`config.mk`:
```
export PLATFORM = sky130hd
export DESIGN_NAME = stack_with_value_removal
export DESIGN_NICKNAME = d
export VERILOG_FILES = /design/src/stk_pkg.sv /design/src/stk_ctrl.sv /design/src/stk_dpath.sv /design/src/stack_with_value_removal.sv
export SDC_FILE = /design/constraint.sdc
export NUM_CORES = 1
export LEC_CHECK = 0
export ABC_AREA = 1
export BUFFER_PORTS_ARGS = -buffer_cell sky130_fd_sc_hd__buf_2
export CORE_MARGIN = 5
export CORE_UTILIZATION = 33
export DETAILED_ROUTE_END_ITERATION = 12
export PLACE_DENSITY_LB_ADDON = 0.2
export SETUP_SLACK_MARGIN = 0.2
export SLEW_MARGIN = 10
export SYNTH_ARGS = -nofsm -noshare
export SYNTH_HDL_FRONTEND = slang
export SYNTH_SLANG_ARGS = --single-unit
export TNS_END_PERCENT = 100
```
`constraint.sdc`:
```
create_clock -name clk_i -period 4.1 [get_ports clk_i]
set_input_delay 0.615 -clock clk_i [delete_from_list [all_inputs] [get_ports clk_i]]
set_output_delay 0.615 -clock clk_i [all_outputs]
set_load 0.005 [all_outputs]
```
`src/stk_pkg.sv`:
```
package stk_pkg;

  localparam int unsigned DepthDef = 16;
  localparam int unsigned ValueW   = 32;
  localparam int unsigned CountW   = 5;

  typedef enum logic [1:0] {
    FUNC_PUSH   = 2'd0,
    FUNC_POP    = 2'd1,
    FUNC_PEEK   = 2'd2,
    FUNC_REMOVE = 2'd3
  } func_e;

  typedef enum logic [1:0] {
    ST_OK       = 2'd0,
    ST_FULL     = 2'd1,
    ST_EMPTY    = 2'd2,
    ST_NOTFOUND = 2'd3
  } status_e;

  // controller to datapath
  typedef struct packed {
    logic  accept;
    func_e func;
    logic  read_done;
    logic  scan_step;
  } cmd_t;

  // datapath to controller
  typedef struct packed {
    logic empty;
    logic scan_end;
  } sts_t;

endpackage

```
`src/stk_ctrl.sv`:
```
module stk_ctrl (
  input  logic          clk_i,
  input  logic          rst_ni,
  input  logic          in_valid_i,
  output logic          in_ready_o,
  input  logic [1:0]    func_i,
  output logic          out_valid_o,
  input  logic          out_ready_i,
  output stk_pkg::cmd_t cmd_o,
  input  stk_pkg::sts_t sts_i
);

  typedef enum logic [2:0] {
    S_IDLE = 3'b001,
    S_READ = 3'b010,
    S_SCAN = 3'b100
  } state_e;

  state_e         state_q, state_d;
  logic           ovalid_q, ovalid_d;
  logic           out_free;
  logic           accept;
  logic           out_load;
  stk_pkg::func_e func;

  assign func       = stk_pkg::func_e'(func_i);
  assign out_free   = !ovalid_q || out_ready_i;
  assign in_ready_o = (state_q == S_IDLE) && out_free;
  assign accept     = in_valid_i && in_ready_o;

  always_comb begin
    state_d          = state_q;
    out_load         = 1'b0;
    cmd_o.accept     = accept;
    cmd_o.func       = func;
    cmd_o.read_done  = 1'b0;
    cmd_o.scan_step  = 1'b0;
    unique case (state_q)
      S_IDLE: begin
        if (accept) begin
          unique case (func)
            stk_pkg::FUNC_PUSH: out_load = 1'b1;
            stk_pkg::FUNC_POP, stk_pkg::FUNC_PEEK: begin
              if (sts_i.empty) begin
                out_load = 1'b1;
              end else begin
                state_d = S_READ;
              end
            end
            stk_pkg::FUNC_REMOVE: begin
              if (sts_i.empty) begin
                out_load = 1'b1;
              end else begin
                state_d = S_SCAN;
              end
            end
          endcase
        end
      end
      S_READ: begin
        cmd_o.read_done = 1'b1;
        out_load        = 1'b1;
        state_d         = S_IDLE;
      end
      S_SCAN: begin
        cmd_o.scan_step = 1'b1;
        if (sts_i.scan_end) begin
          out_load = 1'b1;
          state_d  = S_IDLE;
        end
      end
      default: state_d = S_IDLE;
    endcase
  end

  assign ovalid_d    = out_load || (ovalid_q && !out_ready_i);
  assign out_valid_o = ovalid_q;

  always_ff @(posedge clk_i or negedge rst_ni) begin
    if (!rst_ni) begin
      state_q  <= S_IDLE;
      ovalid_q <= 1'b0;
    end else begin
      state_q  <= state_d;
      ovalid_q <= ovalid_d;
    end
  end

endmodule

```
`src/stk_dpath.sv`:
```
module stk_dpath #(
  parameter int unsigned DEPTH = stk_pkg::DepthDef
) (
  input  logic                               clk_i,
  input  logic                               rst_ni,
  input  logic signed [stk_pkg::ValueW-1:0]  value_i,
  input  stk_pkg::cmd_t                      cmd_i,
  output stk_pkg::sts_t                      sts_o,
  output logic [1:0]                         status_o,
  output logic signed [stk_pkg::ValueW-1:0]  top_value_o,
  output logic [stk_pkg::CountW-1:0]         entry_count_o,
  output logic                               is_empty_o,
  output logic                               is_full_o
);

  localparam int unsigned AW = $clog2(DEPTH);
  localparam int unsigned CW = $clog2(DEPTH + 1);
  localparam int unsigned VW = stk_pkg::ValueW;

  logic [VW-1:0] mem_q [DEPTH];
  logic [VW-1:0] rdata_q;

  logic          mem_we;
  logic [AW-1:0] mem_waddr;
  logic [VW-1:0] mem_wdata;
  logic          mem_re;
  logic [AW-1:0] mem_raddr;

  logic [CW-1:0] cnt_q, cnt_d;
  logic [CW-1:0] rd_q, rd_d;
  logic [CW-1:0] wr_q, wr_d;
  logic [VW-1:0] val_q, val_d;
  logic          pop_q, pop_d;
  stk_pkg::status_e status_q, status_d;
  logic [VW-1:0] top_q, top_d;

  logic          empty;
  logic          full;
  logic          scan_end;
  logic          keep;
  logic [CW-1:0] top_idx;
  logic [CW-1:0] new_cnt;

  assign empty    = (cnt_q == '0);
  assign full     = (cnt_q == CW'(DEPTH));
  assign scan_end = (rd_q == cnt_q);
  assign keep     = (rdata_q != val_q);
  assign top_idx  = cnt_q - CW'(1);
  assign new_cnt  = wr_q + CW'(keep);

  assign sts_o.empty    = empty;
  assign sts_o.scan_end = scan_end;

  always_comb begin
    mem_we    = 1'b0;
    mem_waddr = '0;
    mem_wdata = rdata_q;
    mem_re    = 1'b0;
    mem_raddr = '0;
    cnt_d     = cnt_q;
    rd_d      = rd_q;
    wr_d      = wr_q;
    val_d     = val_q;
    pop_d     = pop_q;
    status_d  = status_q;
    top_d     = top_q;
    if (cmd_i.accept) begin
      val_d = value_i;
      pop_d = (cmd_i.func == stk_pkg::FUNC_POP);
      top_d = '0;
      unique case (cmd_i.func)
        stk_pkg::FUNC_PUSH: begin
          if (full) begin
            status_d = stk_pkg::ST_FULL;
          end else begin
            status_d  = stk_pkg::ST_OK;
            mem_we    = 1'b1;
            mem_waddr = cnt_q[AW-1:0];
            mem_wdata = value_i;
            cnt_d     = cnt_q + CW'(1);
          end
        end
        stk_pkg::FUNC_POP, stk_pkg::FUNC_PEEK: begin
          status_d  = stk_pkg::ST_EMPTY;
          mem_re    = !empty;
          mem_raddr = top_idx[AW-1:0];
        end
        stk_pkg::FUNC_REMOVE: begin
          status_d  = stk_pkg::ST_NOTFOUND;
          rd_d      = CW'(1);
          wr_d      = '0;
          mem_re    = !empty;
          mem_raddr = '0;
        end
      endcase
    end else if (cmd_i.read_done) begin
      top_d    = rdata_q;
      status_d = stk_pkg::ST_OK;
      if (pop_q) begin
        cnt_d = top_idx;
      end
    end else if (cmd_i.scan_step) begin
      // rdata_q holds entry rd_q-1, kept entries slide down to wr_q
      if (keep) begin
        mem_we    = 1'b1;
        mem_waddr = wr_q[AW-1:0];
        mem_wdata = rdata_q;
        wr_d      = wr_q + CW'(1);
      end
      if (scan_end) begin
        cnt_d    = new_cnt;
        status_d = (new_cnt == cnt_q) ? stk_pkg::ST_NOTFOUND : stk_pkg::ST_OK;
      end else begin
        mem_re    = 1'b1;
        mem_raddr = rd_q[AW-1:0];
        rd_d      = rd_q + CW'(1);
      end
    end
  end

  always_ff @(posedge clk_i) begin
    if (mem_we) begin
      mem_q[mem_waddr] <= mem_wdata;
    end
    if (mem_re) begin
      rdata_q <= mem_q[mem_raddr];
    end
  end

  always_ff @(posedge clk_i or negedge rst_ni) begin
    if (!rst_ni) begin
      cnt_q <= '0;
    end else begin
      cnt_q <= cnt_d;
    end
  end

  always_ff @(posedge clk_i) begin
    rd_q     <= rd_d;
    wr_q     <= wr_d;
    val_q    <= val_d;
    pop_q    <= pop_d;
    status_q <= status_d;
    top_q    <= top_d;
  end

  assign status_o      = status_q;
  assign top_value_o   = top_q;
  assign entry_count_o = stk_pkg::CountW'(cnt_q);
  assign is_empty_o    = empty;
  assign is_full_o     = full;

endmodule

```
`src/stack_with_value_removal.sv`:
```
// push, and pop, peek or remove on an empty stack, give their result in the cycle after
// the item is taken; pop and peek with entries first pass S_READ (registered store read);
// remove on n entries steps through S_SCAN, one store entry read and compared per cycle
// throughput: one push per cycle unless the output stalls; no item is taken in S_READ/S_SCAN
// reset clears the entry count and the output valid; store contents stay undefined
module stack_with_value_removal #(
  parameter int unsigned DEPTH = stk_pkg::DepthDef
) (
  input  logic                               clk_i,
  input  logic                               rst_ni,
  input  logic                               in_valid_i,
  output logic                               in_ready_o,
  input  logic [1:0]                         func_i,
  input  logic signed [stk_pkg::ValueW-1:0]  value_i,
  output logic                               out_valid_o,
  input  logic                               out_ready_i,
  output logic [1:0]                         status_o,
  output logic signed [stk_pkg::ValueW-1:0]  top_value_o,
  output logic [stk_pkg::CountW-1:0]         entry_count_o,
  output logic                               is_empty_o,
  output logic                               is_full_o
);

  stk_pkg::cmd_t cmd;
  stk_pkg::sts_t sts;

  stk_ctrl u_ctrl (
    .clk_i       (clk_i),
    .rst_ni      (rst_ni),
    .in_valid_i  (in_valid_i),
    .in_ready_o  (in_ready_o),
    .func_i      (func_i),
    .out_valid_o (out_valid_o),
    .out_ready_i (out_ready_i),
    .cmd_o       (cmd),
    .sts_i       (sts)
  );

  stk_dpath #(
    .DEPTH (DEPTH)
  ) u_dpath (
    .clk_i         (clk_i),
    .rst_ni        (rst_ni),
    .value_i       (value_i),
    .cmd_i         (cmd),
    .sts_o         (sts),
    .status_o      (status_o),
    .top_value_o   (top_value_o),
    .entry_count_o (entry_count_o),
    .is_empty_o    (is_empty_o),
    .is_full_o     (is_full_o)
  );

endmodule

```
* Yosys cells after proc, flatten, opt, wreduce, memory -nomap -nowiden *
Memory sizes are Yosys's and may differ from the RTL's. A register that Yosys moved wholly into a read port is not among the register bits.
Cells that the tools add are included.
W data, S select, Z words.

operators by class
  add/sub/neg operators = 5
  multiply operators = 0
  div/mod/pow operators = 0
  $lt $le $gt $ge = 0
  equal/unequal tests = 21
  shifts and indexed selects = 0
  multiplexer cells = 64
  bitwise logic cells = 0
  reductions and logical operators = 21

operator list
  cell                   number
  $mux W32               3
  $mux W5                17
  $mux W4                11
  $ne A32 B32 Y1         1
  $mux W1                19
  $add A5 B1 Y5 const B  3
  $mux W3                4
  $pmux W3 S2            2
  $eq A5 B5 Y1           2
  $mux W2                5
  $reduce_and A5 Y1      2
  $ne A3 B3 Y1 const B   3
  $ne A2 B2 Y1 const B   4
  $reduce_and A4 Y1      2
  $ne A2 B1 Y1 const B   3
  $pmux W2 S3            1
  $reduce_bool A3 Y1     2
  $add A5 B1 Y5          1
  $eq A5 B5 Y1 const B   1
  $logic_not A5 Y1       1
  $sub A5 B1 Y5 const B  1
  $eq A2 B2 Y1 const B   2
  $reduce_bool A2 Y1     2
  $eq A3 B1 Y1 const B   1
  other kinds (13)       18

storage, ports and cells
  register bits = 86
  latch bits = 0
  bits in writable memories = 512
  ROM bits = 0
  output and inout bits = 43
  logic and storage cells = 121
  memories = 1

memory list
  memory         depth  bits a word  read ports  clocked after memory_dff  wr ports  RTL line         source
  u_dpath.mem_q  16     32           1           1                         1         stk_dpath.sv:20  logic [VW-1:0] mem_q [DEPTH];

* Depth between registers and ports, before layout *
Gate-level depths: netlist of the first run.

  depth in word-level cells = 8
  mapped depth = 16

* By module *
Synthesis of the first run repeated with hierarchy kept, for this count alone.

second synthesis, totals
  cells, all modules = 2,630
  area, all modules = 27,581.5 um2

modules (own cells, without submodules)
  module     times used  cells each  area an instance (um2)  seq. area each (um2)
  stk_dpath  1           2,583       27,259.9                18,452.7
  stk_ctrl   1           47          321.6                   101.3

* Worst setup path before layout of the first run *
No wires, ideal clock.

  kind = register -> register
  from = register u_dpath.cnt_q[0] (netlist: u_dpath.entry_count_o[0])
  to = register u_dpath.rdata_q[0] (read register of u_dpath.mem_q), enable pin
  library setup time = 466 ps
  data arrival time = 3,456 ps
  required time = 3,634 ps
  path slack = 179 ps
  stages on the path, launching flop included = 9
  cells stage by stage = dfrtp_1 -> clkbuf_2 -> inv_1 -> ha_1 -> nand3_1 -> nor2_1 -> inv_1 -> nand2_1 -> o21ai_0

between the ends
  elaborated cells between the ends (all ways) = 14
  classes of those cells = 1 x add/sub; 1 x eq/ne; 10 x mux; 2 x reduce/logical

RTL lines
  what                      RTL line                          source
  start: declaration        stk_dpath.sv:29                   logic [CW-1:0] cnt_q, cnt_d;
  start signal: assignment  stk_dpath.sv:134                  cnt_q <= cnt_d;
  $logic_not A5 Y1          stk_dpath.sv:44                   assign empty = (cnt_q == '0);
  named net is_empty_o      stack_with_value_removal.sv:20    output logic is_empty_o,
  $logic_not A1 Y1          stk_dpath.sv:85, stk_dpath.sv:92
  $mux W1                   --
  $mux W1                   stk_dpath.sv:67                   if (cmd_i.accept) begin
  named net u_dpath.mem_re  stk_dpath.sv:26                   logic mem_re;
  end: declaration          stk_dpath.sv:21                   logic [VW-1:0] rdata_q;

The timed path passes the listed nets, and every way through them passes these cells.
A chain may end at the register's enable or synchronous reset.

* Worst setup path in the final report of the first run *
  from = register u_dpath.rdata_q[31] (read register of u_dpath.mem_q)
  to = memory u_dpath.mem_q[7][30] (netlist name), enable pin

between the ends
  longest elaborated chain between the ends = 7
  elaborated cells between the ends (all ways) = 11
  classes of those cells = 1 x eq/ne; 10 x mux

RTL lines
  what                           RTL line          source
  $ne A32 B32 Y1 (*)             stk_dpath.sv:47   assign keep = (rdata_q != val_q);
  $mux W1                        stk_dpath.sv:104  if (keep) begin
  $mux W1                        stk_dpath.sv:102  end else if (cmd_i.scan_step) begin
  $mux W1                        stk_dpath.sv:96   end else if (cmd_i.read_done) begin
  $mux W1                        stk_dpath.sv:67
  $mux W1                        stk_dpath.sv:122  if (mem_we) begin
  $mux W1 (implied by the code)  stk_dpath.sv:123  mem_q[mem_waddr] <= mem_wdata;
  end: declaration               stk_dpath.sv:20

Every way passes the cells marked *; elsewhere a longest branch is shown, timed or not.

==> impl_metrics.ini, run 1 <==
[sta]
period_needed_ps = 3850
tightest_slew_ps = 1090
hold_viol_final = 0
rsz0062_at_grt = true
fin_crit_sh_pct = 94.0
slew_headroom_pct = 27.4
skew_ps = 27.3
fmax_ghz = 0.260
whs_ps = 192
finalSetupViolations = 0
slew_viol_final = 0
setup_tns_ps = 0

[placed_design]
dpl.hpwl_um = 42900
routabilityCongestion = 0.793
dp_cells = 3641
placed_area_um2 = 29400
portBuffers = 80

[floorplan]
die-area_um2 = 89300
rows = 106
io_pins = 81
coreArea_um2 = 83200
initial_core_util_pct = 33.1
die_w_um = 299
dieHeight_um = 299

[clock_tree]
h-tree-depth = 3
cts_tree = built
cts-resized-gates = 0
clkSinkCount = 630
clockRootBuffer = clkbuf_16
clock_latency_ps = 620
path_clk_slew_ps = 60
cts_buffer_depth = 3
cts_buffers = 71

[synthesis]
ys.flop_type = edfxtp_1
synth_cells = 2563
synth_area_leader_cell = edfxtp_1
synth-edff-count = 589
synth_cell_types = 39
synth_area_per_cell_um2 = 10.7
yosysSeqAreaShare_pct = 67.4
synth-seq-cells = 630
syn_nets = 2610
syn_area_um2 = 27500
yosysTopAreaCellShare_pct = 64.3
yosysWarnings = 0
synthTopCellsByArea = edfxtp_1 (64%), nand3_1 (11%), nand2_1 (8.5%), inv_1 (4.5%), dfxtp_1 (2.3%)
async_reset_ff_share_pct = 1.43

[grt]
grt_remaining_overflow = 0
grt_start_max_net_pins = 129
antenna_found_initial = 2
gr-usage-all-layers_pct = 16.8
grt_pass1_wl_um = 116000
grt_pass1_vias = 18400

[routing]
wl_um = 77000
drtIter0Drc = 1527
routed_via_density = 4.96
ant_nets = 0
num_vias = 18800
drc = 0
avgRoutedWirePerCell_um = 20.4
drt-pass1-iter-count = 5

[critical_path]
path_common_cell = nand2_1
cp_num_buf_inv = 3
cp-end-kind = flip-flop
arrival_ps = 4160
critPathLaunch = u_dpath.rdata_q[31]$_DFFE_PP_
rr_startpoint = u_dpath.rdata_q[31]$_DFFE_PP_
critPathMaxStageDelay_ps = 930
slowest_stage = nor2_4
worstPathCellList = inv_1, or2_2, nand3_1, nor2_1, nand2_1, nor2_1, nand2_1, ha_1, and2_1, a21oi_1, inv_1, nand2_1, nor2_4, buf_4
path_class = flip-flop to flip-flop
cp_max_fo = 24
startpoint_type = flip-flop
crit_family = simple AND/OR/NAND/NOR gates
worst_ep_required_time_ps = 4410

[pwr]
power_leakage_nw = 12.8
peakVddDrop_uv = 308
power.density_nw_per_um2 = 655

[finish]
area_delta_synth_final_pct = 15.4
drive_above_1_share_pct = 12.2
final_area_um2 = 31800
fillers = 8116
post-route-util_pct = 38.2
stdcell_count = 3778
n_antenna_cell = 0
nets = 2687

[status]
status = finished clean

[hold_path]
worstHoldStart = value_i[18]
hold_path_class = input pin to flip-flop

[run]
maxCapViolCount = 0
-- report_power, final --
group | switching [mW] | internal, mW | leakage (nW)
combinational | 4.00 | 1.67 | 5.97
sequential | 0.338 | 8.47 | 5.70
clock | 2.63 | 3.70 | 1.12
-- through the flow --
stage               total power [mW]  setup slack, ps
finish                          20.8              247
global route                    21.9             62.4
floorplan                       12.4              429
detailed placement              14.7              325
CTS                             21.0              286
global placement                14.6              427
-- registers in the layout (all words and copies together) (netlist names) --
name / flops
u_dpath.val_q: 32
u_ctrl.state_q: 3
u_dpath.top_value_o: 32
u_dpath.wr_q: 5
u_dpath.status_o: 2
u_dpath.rdata_q: 32
u_dpath.rd_q: 5
u_ctrl.out_valid_o: 1
u_dpath.pop_q: 1
u_dpath.entry_count_o: 5
u_dpath.mem_q: 512
-- routing by layer --
layer,vias to the layer above,share of wire (%),global-route usage (%)
met5,-,0,0
met2,562,45,26.5
met3,116,6.2,3.00
met4,0,2.4,4.30
li1,8816,-,-
met1,9256,46,24.0
-- cells by family (layout without fill, tap and decap cells) --
family,after synthesis,in the layout,share of synthesized area [%]
AND/OR/NAND/NOR,1309,1310,21.0
flip-flops,630,630,67.4
buffers and inverters,487,621,7.46
AO/OA/AOI/OAI,73,73,1.75
XOR/XNOR,35,35,1.11
multiplexers,20,20,0.818
adder cells (fa/ha/maj),9,9,0.409
-- cell usage in the layout, fill, tap and decap left out, drive strengths merged, types with 5 or more instances in the layout --
master	n
nor2	53
clkbuf	95
mux2	20
ha	9
buf	151
dfxtp	32
clkinv	25
dfrtp	8
nand3	608
bufinv	6
a22oi	32
or2	14
xor2	9
xnor2	26
edfxtp	589
a21oi	5
inv	341
nand2	628
o21ai	27
-- worst paths after layout --
| kind | to | slack, ps | cells past startpoint |
|---|---|---|---|
| worst max-delay path | u_dpath.mem_q[7][30]$_DFFE_PP_ | 250 | 14 |
| worst min-delay path | u_dpath.val_q[18]$_DFFE_PP_ | 190 | 1 |
| worst max register to register | u_dpath.mem_q[7][30]$_DFFE_PP_ | 250 | 14 |
| worst min register to register | u_dpath.top_value_o[19]$_SDFFE_PP0P_ | 450 | 2 |
| max in group asynchronous | u_ctrl.state_q[0]$_DFFE_PN1P_ | 3420 | 2 |
| min in group asynchronous | u_dpath.entry_count_o[1]$_DFFE_PN0P_ | 410 | 2 |
-- worst reg2reg max path, delay by kind of cell, from the launching register on --
| family | cells | cell delay, ps |
|---|---|---|
| simple gates | 9 | 2350 |
| flops | 1 | 370 |
| compound gates | 1 | 60 |
| buf+inv | 3 | 530 |
| fa+ha+maj | 1 | 230 |
-- area by class of cell --
cell class	instances	area, um^2	area share, %
flip-flops and latches	630	18600	58.4
multi-input cells	1447	7120	22.4
clock buffers	95	1920	6.04
well taps	1080	1350	4.25
inverters	338	1270	4.00
repair buffers	152	1180	3.72
clock inverters	36	379	1.19
-- cells in the mapped netlist (2+ instances only) --
cell type / number
o21ai_0: 27
mux2_2: 20
dfxtp_1: 32
dfrtp_1: 8
inv_2: 6
a21oi_1: 5
nand4_1: 2
nand3_1: 605
or2_2: 14
nand2_4: 2
inv_1: 332
nand3_2: 3
nand2_1: 625
edfxtp_1: 589
nor2_1: 49
xor2_1: 9
nor2_4: 2
o221ai_1: 2
o22ai_2: 2
a22oi_1: 32
ha_1: 9
buf_2: 103
xnor2_1: 26
buf_1: 4
buf_4: 23
o211ai_1: 3
clkbuf_1: 17
-- repair_timing --
item                                    CTS  global route
setup buffers                             0             4
endpoints found under the setup margin    0            79
hold buffers                              1             0
endpoints found under the hold margin     8             0
No activity file was read; power rests on OpenSTA's default activity.
==> run 2: changes to the inputs <==
--- a/config.mk
+++ b/config.mk
@@ -10,7 +10,7 @@
 export CORE_MARGIN = 5
 export CORE_UTILIZATION = 33
 export DETAILED_ROUTE_END_ITERATION = 12
-export PLACE_DENSITY_LB_ADDON = 0.2
+export PLACE_DENSITY = 0.54
 export SETUP_SLACK_MARGIN = 0.2
 export SLEW_MARGIN = 10
 export SYNTH_ARGS = -nofsm -noshare
==> run 2 against run 1 <==
Die area unchanged. Clock skew barely moved. Total power is 0.44% lower. Clock power is 2% lower. Hold slack better by 12 ps. Critical endpoint is now u_dpath.mem_q[13][3]$_DFFE_PP_. Highest routed layer unchanged.
==> impl_metrics.ini, run 2 (same netlist as run 1, synthesis figures left out) <==
[status]
status = finished clean

[clock_tree]
clock_latency_ps = 610
cts_tree = built
h-tree-depth = 3
clkSinkCount = 630
cts_buffers = 71
post_cts_buffers = 0
cts_buffer_depth = 3
path_clk_slew_ps = 60
clockRootBuffer = clkbuf_16
cts-resized-gates = 0

[routing]
avgRoutedWirePerCell_um = 19.8
drt-pass1-iter-count = 5
ant_nets = 0
num_vias = 18700
wl_um = 74600
drtIter0Drc = 1853
drc = 0
routed_via_density = 4.95

[pwr]
power_frac_seq_pct = 42.5
p_comb_share_pct = 27.5
switchingPower_mw = 6.87
intPower_mw = 13.8
switching_share_pct = 33.2
peakVddDrop_uv = 345
power.density_nw_per_um2 = 652
power_frac_clock_pct = 30.0
power_leakage_nw = 12.8

[grt]
antenna_found_initial = 0
grt_use_met3_pct = 2.48
grt_pass1_vias = 18500
grtUsageMet1_pct = 23.7
grt_start_max_net_pins = 221
grt_pass1_wl_um = 114000
grt.busiest_layer = met2
gr-usage-all-layers_pct = 16.4
grt_remaining_overflow = 0
use_met2_pct = 26.0

[floorplan]
dieHeight_um = 299
die-area_um2 = 89300
initial_core_util_pct = 33.1
coreArea_um2 = 83200
io_pins = 81
rows = 106
die_w_um = 299

[finish]
final_common_cell = nand2_1
n_antenna_cell = 0
nets = 2686
final_cell_mix = nand2_1 (624), nand3_1 (605), edfxtp_1 (589), inv_1 (330), buf_2 (80)
drive_above_1_share_pct = 12.0
stdcell_count = 3774
final_area_um2 = 31800
largest_reg_flops = 512
area_delta_synth_final_pct = 15.4
top_register = u_dpath.mem_q

[sta]
period_needed_ps = 3750
whs_ps = 204
slew_headroom_pct = 14.8
fmax_ghz = 0.267
layout_setup_ws_ps = 352
finalSetupViolations = 0
hold_viol_final = 0
tightest_slew_ps = 1270
slew_viol_final = 0
skew_ps = 27.8
setup_tns_ps = 0
fin_crit_sh_pct = 91.4
rsz0062_at_grt = true

[critical_path]
cp_max_fo = 23
rr_startpoint = u_dpath.val_q[31]$_DFFE_PP_
cp-end-kind = flip-flop
path_class = flip-flop to flip-flop
startpoint_type = flip-flop
crit_path_end = u_dpath.mem_q[13][3]$_DFFE_PP_
timing.rr.end = u_dpath.mem_q[13][3]$_DFFE_PP_
arrival_ps = 4060
regToRegSetupSlack_ps = 350
worstRegToRegCells = 13
worst_ep_required_time_ps = 4410
critPathLaunch = u_dpath.val_q[31]$_DFFE_PP_

[hold_path]
hold_path_class = input pin to flip-flop

[placed_design]
dpl.hpwl_um = 42500
dp_cells = 3645
portBuffers = 80
placed_area_um2 = 29500
place_ws_ps = 342
routabilityCongestion = 0.799

[run]
maxCapViolCount = 0
## run 2: through the flow
step,util (%),total power [mW]
floorplan,-,12.4
global placement,35.4,14.6
detailed placement,35.4,14.6
CTS,38.2,20.9
global route,38.2,21.8
finish,38.2,20.7
## run 2: per-layer routing
| layer | vias to the layer above | part of all wire [%] |
|---|---|---|
| met2 | 583 | 46 |
| met3 | 100 | 6.2 |
| met1 | 9201 | 46 |
| li1 | 8816 | - |
| met4 | 0 | 2.1 |
| met5 | - | 0 |
## run 2: power by group through the flow
stage          clock, mW  combinational [mW]  sequential (mW)
2_1_floorplan          0                3.49             8.88
4_1_cts             6.37                5.74             8.82
5_1_grt             6.64                6.31             8.88
6_report            6.21                5.69             8.81
3_5_place_dp           0                5.70             8.95
3_3_place_gp           0                5.69             8.92
## run 2: worst min path at each step
stage	end	from	cells after the start
floorplan	u_ctrl.out_valid_o$_DFF_PN0_	rst_ni	0
global placement	u_dpath.top_value_o[11]$_SDFFE_PP0P_	u_dpath.top_value_o[11]$_SDFFE_PP0P_	2
detailed placement	u_dpath.top_value_o[6]$_SDFFE_PP0P_	u_dpath.top_value_o[6]$_SDFFE_PP0P_	2
CTS	u_dpath.val_q[11]$_DFFE_PP_	value_i[11]	1
global route	u_dpath.val_q[21]$_DFFE_PP_	value_i[21]	1
finish	u_dpath.val_q[10]$_DFFE_PP_	value_i[10]	1
## run 2: layout make-up
type / count / area (um^2)
fill: 8012 / 51400
sequential: 630 / 18600
multi-input combinational: 1446 / 7110
clock buffer: 99 / 2020
tap: 1080 / 1350
inverter: 338 / 1270
timing repair buffer: 152 / 1190
clock inverter: 29 / 250
## run 2: worst max-delay path, cell delays in order, from the launching register on
cell and delay (ps):
edfxtp_1 390, or2_2 310, nand3_1 90, nor2_1 50, nand2_1 190, nor2_1 150
nand2_1 200, ha_1 230, and2_1 130, a21oi_1 70, inv_1 90, nand3_1 310
nor2_4 930, buf_4 290
## run 2: what timing repair did
| item | CTS | global route |
|---|---|---|
| hold buffers | 1 | 0 |
| endpoints found under the hold margin | 8 | 0 |
| endpoints found under the setup margin | 0 | 19 |
==> run 3: changes to the inputs <==
==> constraint.sdc (replaced) <==
create_clock -name clk_i -period 3.1 [get_ports clk_i]
set_input_delay 0.465 -clock clk_i [delete_from_list [all_inputs] [get_ports clk_i]]
set_output_delay 0.465 -clock clk_i [all_outputs]
set_load 0.005 [all_outputs]
==> run 3 against run 2 <==
Die area is the same. Non-clock buffer count grew 111. Fmax grew 32%. Sequential share of layout area shrank 2.8 points. Clock power grew 35%. Total power grew 38%. Largest power group unchanged.
==> impl_metrics.ini, run 3 (same netlist as run 1, synthesis figures left out) <==
[clock_tree]
cts_tree = built
clock_latency_ps = 610
clkSinkCount = 630
path_clk_slew_ps = 60
clockRootBuffer = clkbuf_16
h-tree-depth = 3
cts_buffers = 70
cts_buffer_depth = 3

[routing]
drc = 0
num_vias = 19400
drt-pass1-iter-count = 6
routed_via_density = 4.98
drtIter0Drc = 1814
ant_nets = 0
avgRoutedWirePerCell_um = 20.1
wl_um = 78200

[critical_path]
worst_ep_required_time_ps = 3400
cp_num_buf_inv = 3
cp-end-kind = flip-flop
slowest_stage = edfxtp_1
arrival_ps = 3130
rr_startpoint = u_dpath.val_q[19]$_DFFE_PP_
regToRegSetupSlack_ps = 270
worstRegToRegCells = 14
cp_max_fo = 14
timing.rr.end = u_dpath.mem_q[5][27]$_DFFE_PP_
path_class = flip-flop to flip-flop
startpoint_type = flip-flop
worstPathCellList = or2_2, nand3_1, nor2_1, nand2_2, nor2_4, nand2_2, ha_2, and2_4, a21oi_4, inv_1, nand3_1, buf_4, nor2_4, buf_6
critPathMaxStageDelay_ps = 390
crit_family = simple AND/OR/NAND/NOR gates

[finish]
area_delta_synth_final_pct = 21.1
post-route-util_pct = 40.1
final_common_cell = nand2_1
final_cell_mix = nand2_1 (618), nand3_1 (603), edfxtp_1 (589), inv_1 (330), buf_4 (113)
largest_reg_flops = 512
nets = 2802
drive_above_1_share_pct = 16.4
final_area_um2 = 33300
fillers = 7901
top_register = u_dpath.mem_q

[placed_design]
placed_area_um2 = 30200
routabilityCongestion = 0.831
portBuffers = 80
dpl.hpwl_um = 45100

[hold_path]
hold_path_class = input pin to flip-flop
hold_depth = 1
worstHoldStart = value_i[18]
whs_endpoint = u_dpath.val_q[18]$_DFFE_PP_

[pwr]
intPower_mw = 19.1
power.density_nw_per_um2 = 860
switchingPower_mw = 9.57
total_power_mw = 28.7
p_comb_share_pct = 30.2
power_frac_seq_pct = 40.4
peakVddDrop_uv = 420
power_frac_clock_pct = 29.3
power_leakage_nw = 13.5
switching_share_pct = 33.4

[sta]
finalSetupViolations = 0
setup_tns_ps = 0
fmax_ghz = 0.353
tightest_slew_ps = 717
slew_headroom_pct = 51.7
fin_crit_sh_pct = 91.3
slew_viol_final = 0
period_needed_ps = 2830
skew_ps = 22.5
rsz0062_at_grt = true
hold_viol_final = 0

[run]
maxCapViolCount = 0

[grt]
grt_pass1_vias = 18800
antenna_found_initial = 2
grt_remaining_overflow = 0
gr-usage-all-layers_pct = 16.7
grt_start_max_net_pins = 76
grt_pass1_wl_um = 116000

[floorplan]
io_pins = 81
coreArea_um2 = 83200
initial_core_util_pct = 33.1
die-area_um2 = 89300
die_w_um = 299
rows = 106
dieHeight_um = 299

[status]
status = finished clean
run 3: cell count changes in the layout (fill, tap and decap cells not counted), sizes merged:
cell	previous run	this run
buf	151	256
bufinv	4	8
clkbuf	99	96
clkinv	19	21
clkinvlp	2	4
diode	0	1
nand2	628	630
nor2	52	56
run 3: metal layers:
metal | wire (um) | up-vias | global-route usage (%) | part of all wire (%)
met3 | 5760 | 93 | 2.64 | 7.4
met1 | 35100 | 9455 | 24.3 | 45
met2 | 36000 | 761 | 26.5 | 46
li1 | - | 9058 | - | -
met5 | 13 | - | 0 | 0.017
met4 | 1330 | 2 | 3.92 | 1.7
run 3: power by group through the flow:
stage          combinational [mW]  sequential [mW]  clock, mW
6_report                     8.66             11.6       8.41
5_1_grt                      9.45             11.7       8.95
3_5_place_dp                 8.22             11.8          0
4_1_cts                      8.30             11.6       8.58
3_3_place_gp                 8.14             11.7          0
2_1_floorplan                4.64             11.7          0
run 3: how the worst max path moves through the flow:
stage	start	to	slack [ps]	cells past startpoint
3_3_place_gp	u_dpath.val_q[29]$_DFFE_PP_	u_dpath.mem_q[15][25]$_DFFE_PP_	-170	13
2_1_floorplan	u_dpath.entry_count_o[0]$_DFFE_PN0P_	u_dpath.mem_q[0][0]$_DFFE_PP_	-120	12
5_1_grt	u_dpath.rdata_q[17]$_DFFE_PP_	u_dpath.mem_q[5][7]$_DFFE_PP_	170	14
3_5_place_dp	u_dpath.rdata_q[16]$_DFFE_PP_	u_dpath.mem_q[15][30]$_DFFE_PP_	-230	14
4_1_cts	u_ctrl.state_q[0]$_DFFE_PN1P_	u_dpath.rdata_q[28]$_DFFE_PP_	200	13
6_report	u_dpath.val_q[19]$_DFFE_PP_	u_dpath.mem_q[5][27]$_DFFE_PP_	270	14
run 3: worst register-to-register path, stage by stage, from the launching register on:
cell and delay (ps):
edfxtp_1 390, or2_2 300, nand3_1 80, nor2_1 50, nand2_2 130, nor2_4 80, nand2_2 70, ha_2 180
and2_4 150, a21oi_4 40, inv_1 90, nand3_1 270, buf_4 280, nor2_4 160, buf_6 240
run 3: final cells by class:
type	instances	area [um^2]	area share, %
clock inverters	37	394	1.18
multi-input cells	1452	7250	21.8
inverters	338	1270	3.82
flip-flops and latches	630	18600	55.7
well taps	1080	1350	4.06
repair buffers	263	2590	7.77
clock buffers	90	1910	5.73
diodes	1	2.50	0.00751
run 3: per-stage QoR:
step,setup WS (ps),hold WS [ps],cells
floorplan,-116,169,2563
global placement,-174,337,3715
detailed placement,-230,340,3715
CTS,204,10.1,3863
global route,168,17.8,3890
finish,271,47.8,3891
run 3: repair_timing:
action | 4_1_cts | 5_1_grt
resized for setup | 11 | 30
hold buffers | 1 | 0
pin swaps | 11 | 18
endpoints found under the setup margin | 476 | 426
cloned | 6 | 9
buffers inserted | 14 | 18
endpoints found under the hold margin | 9 | 0
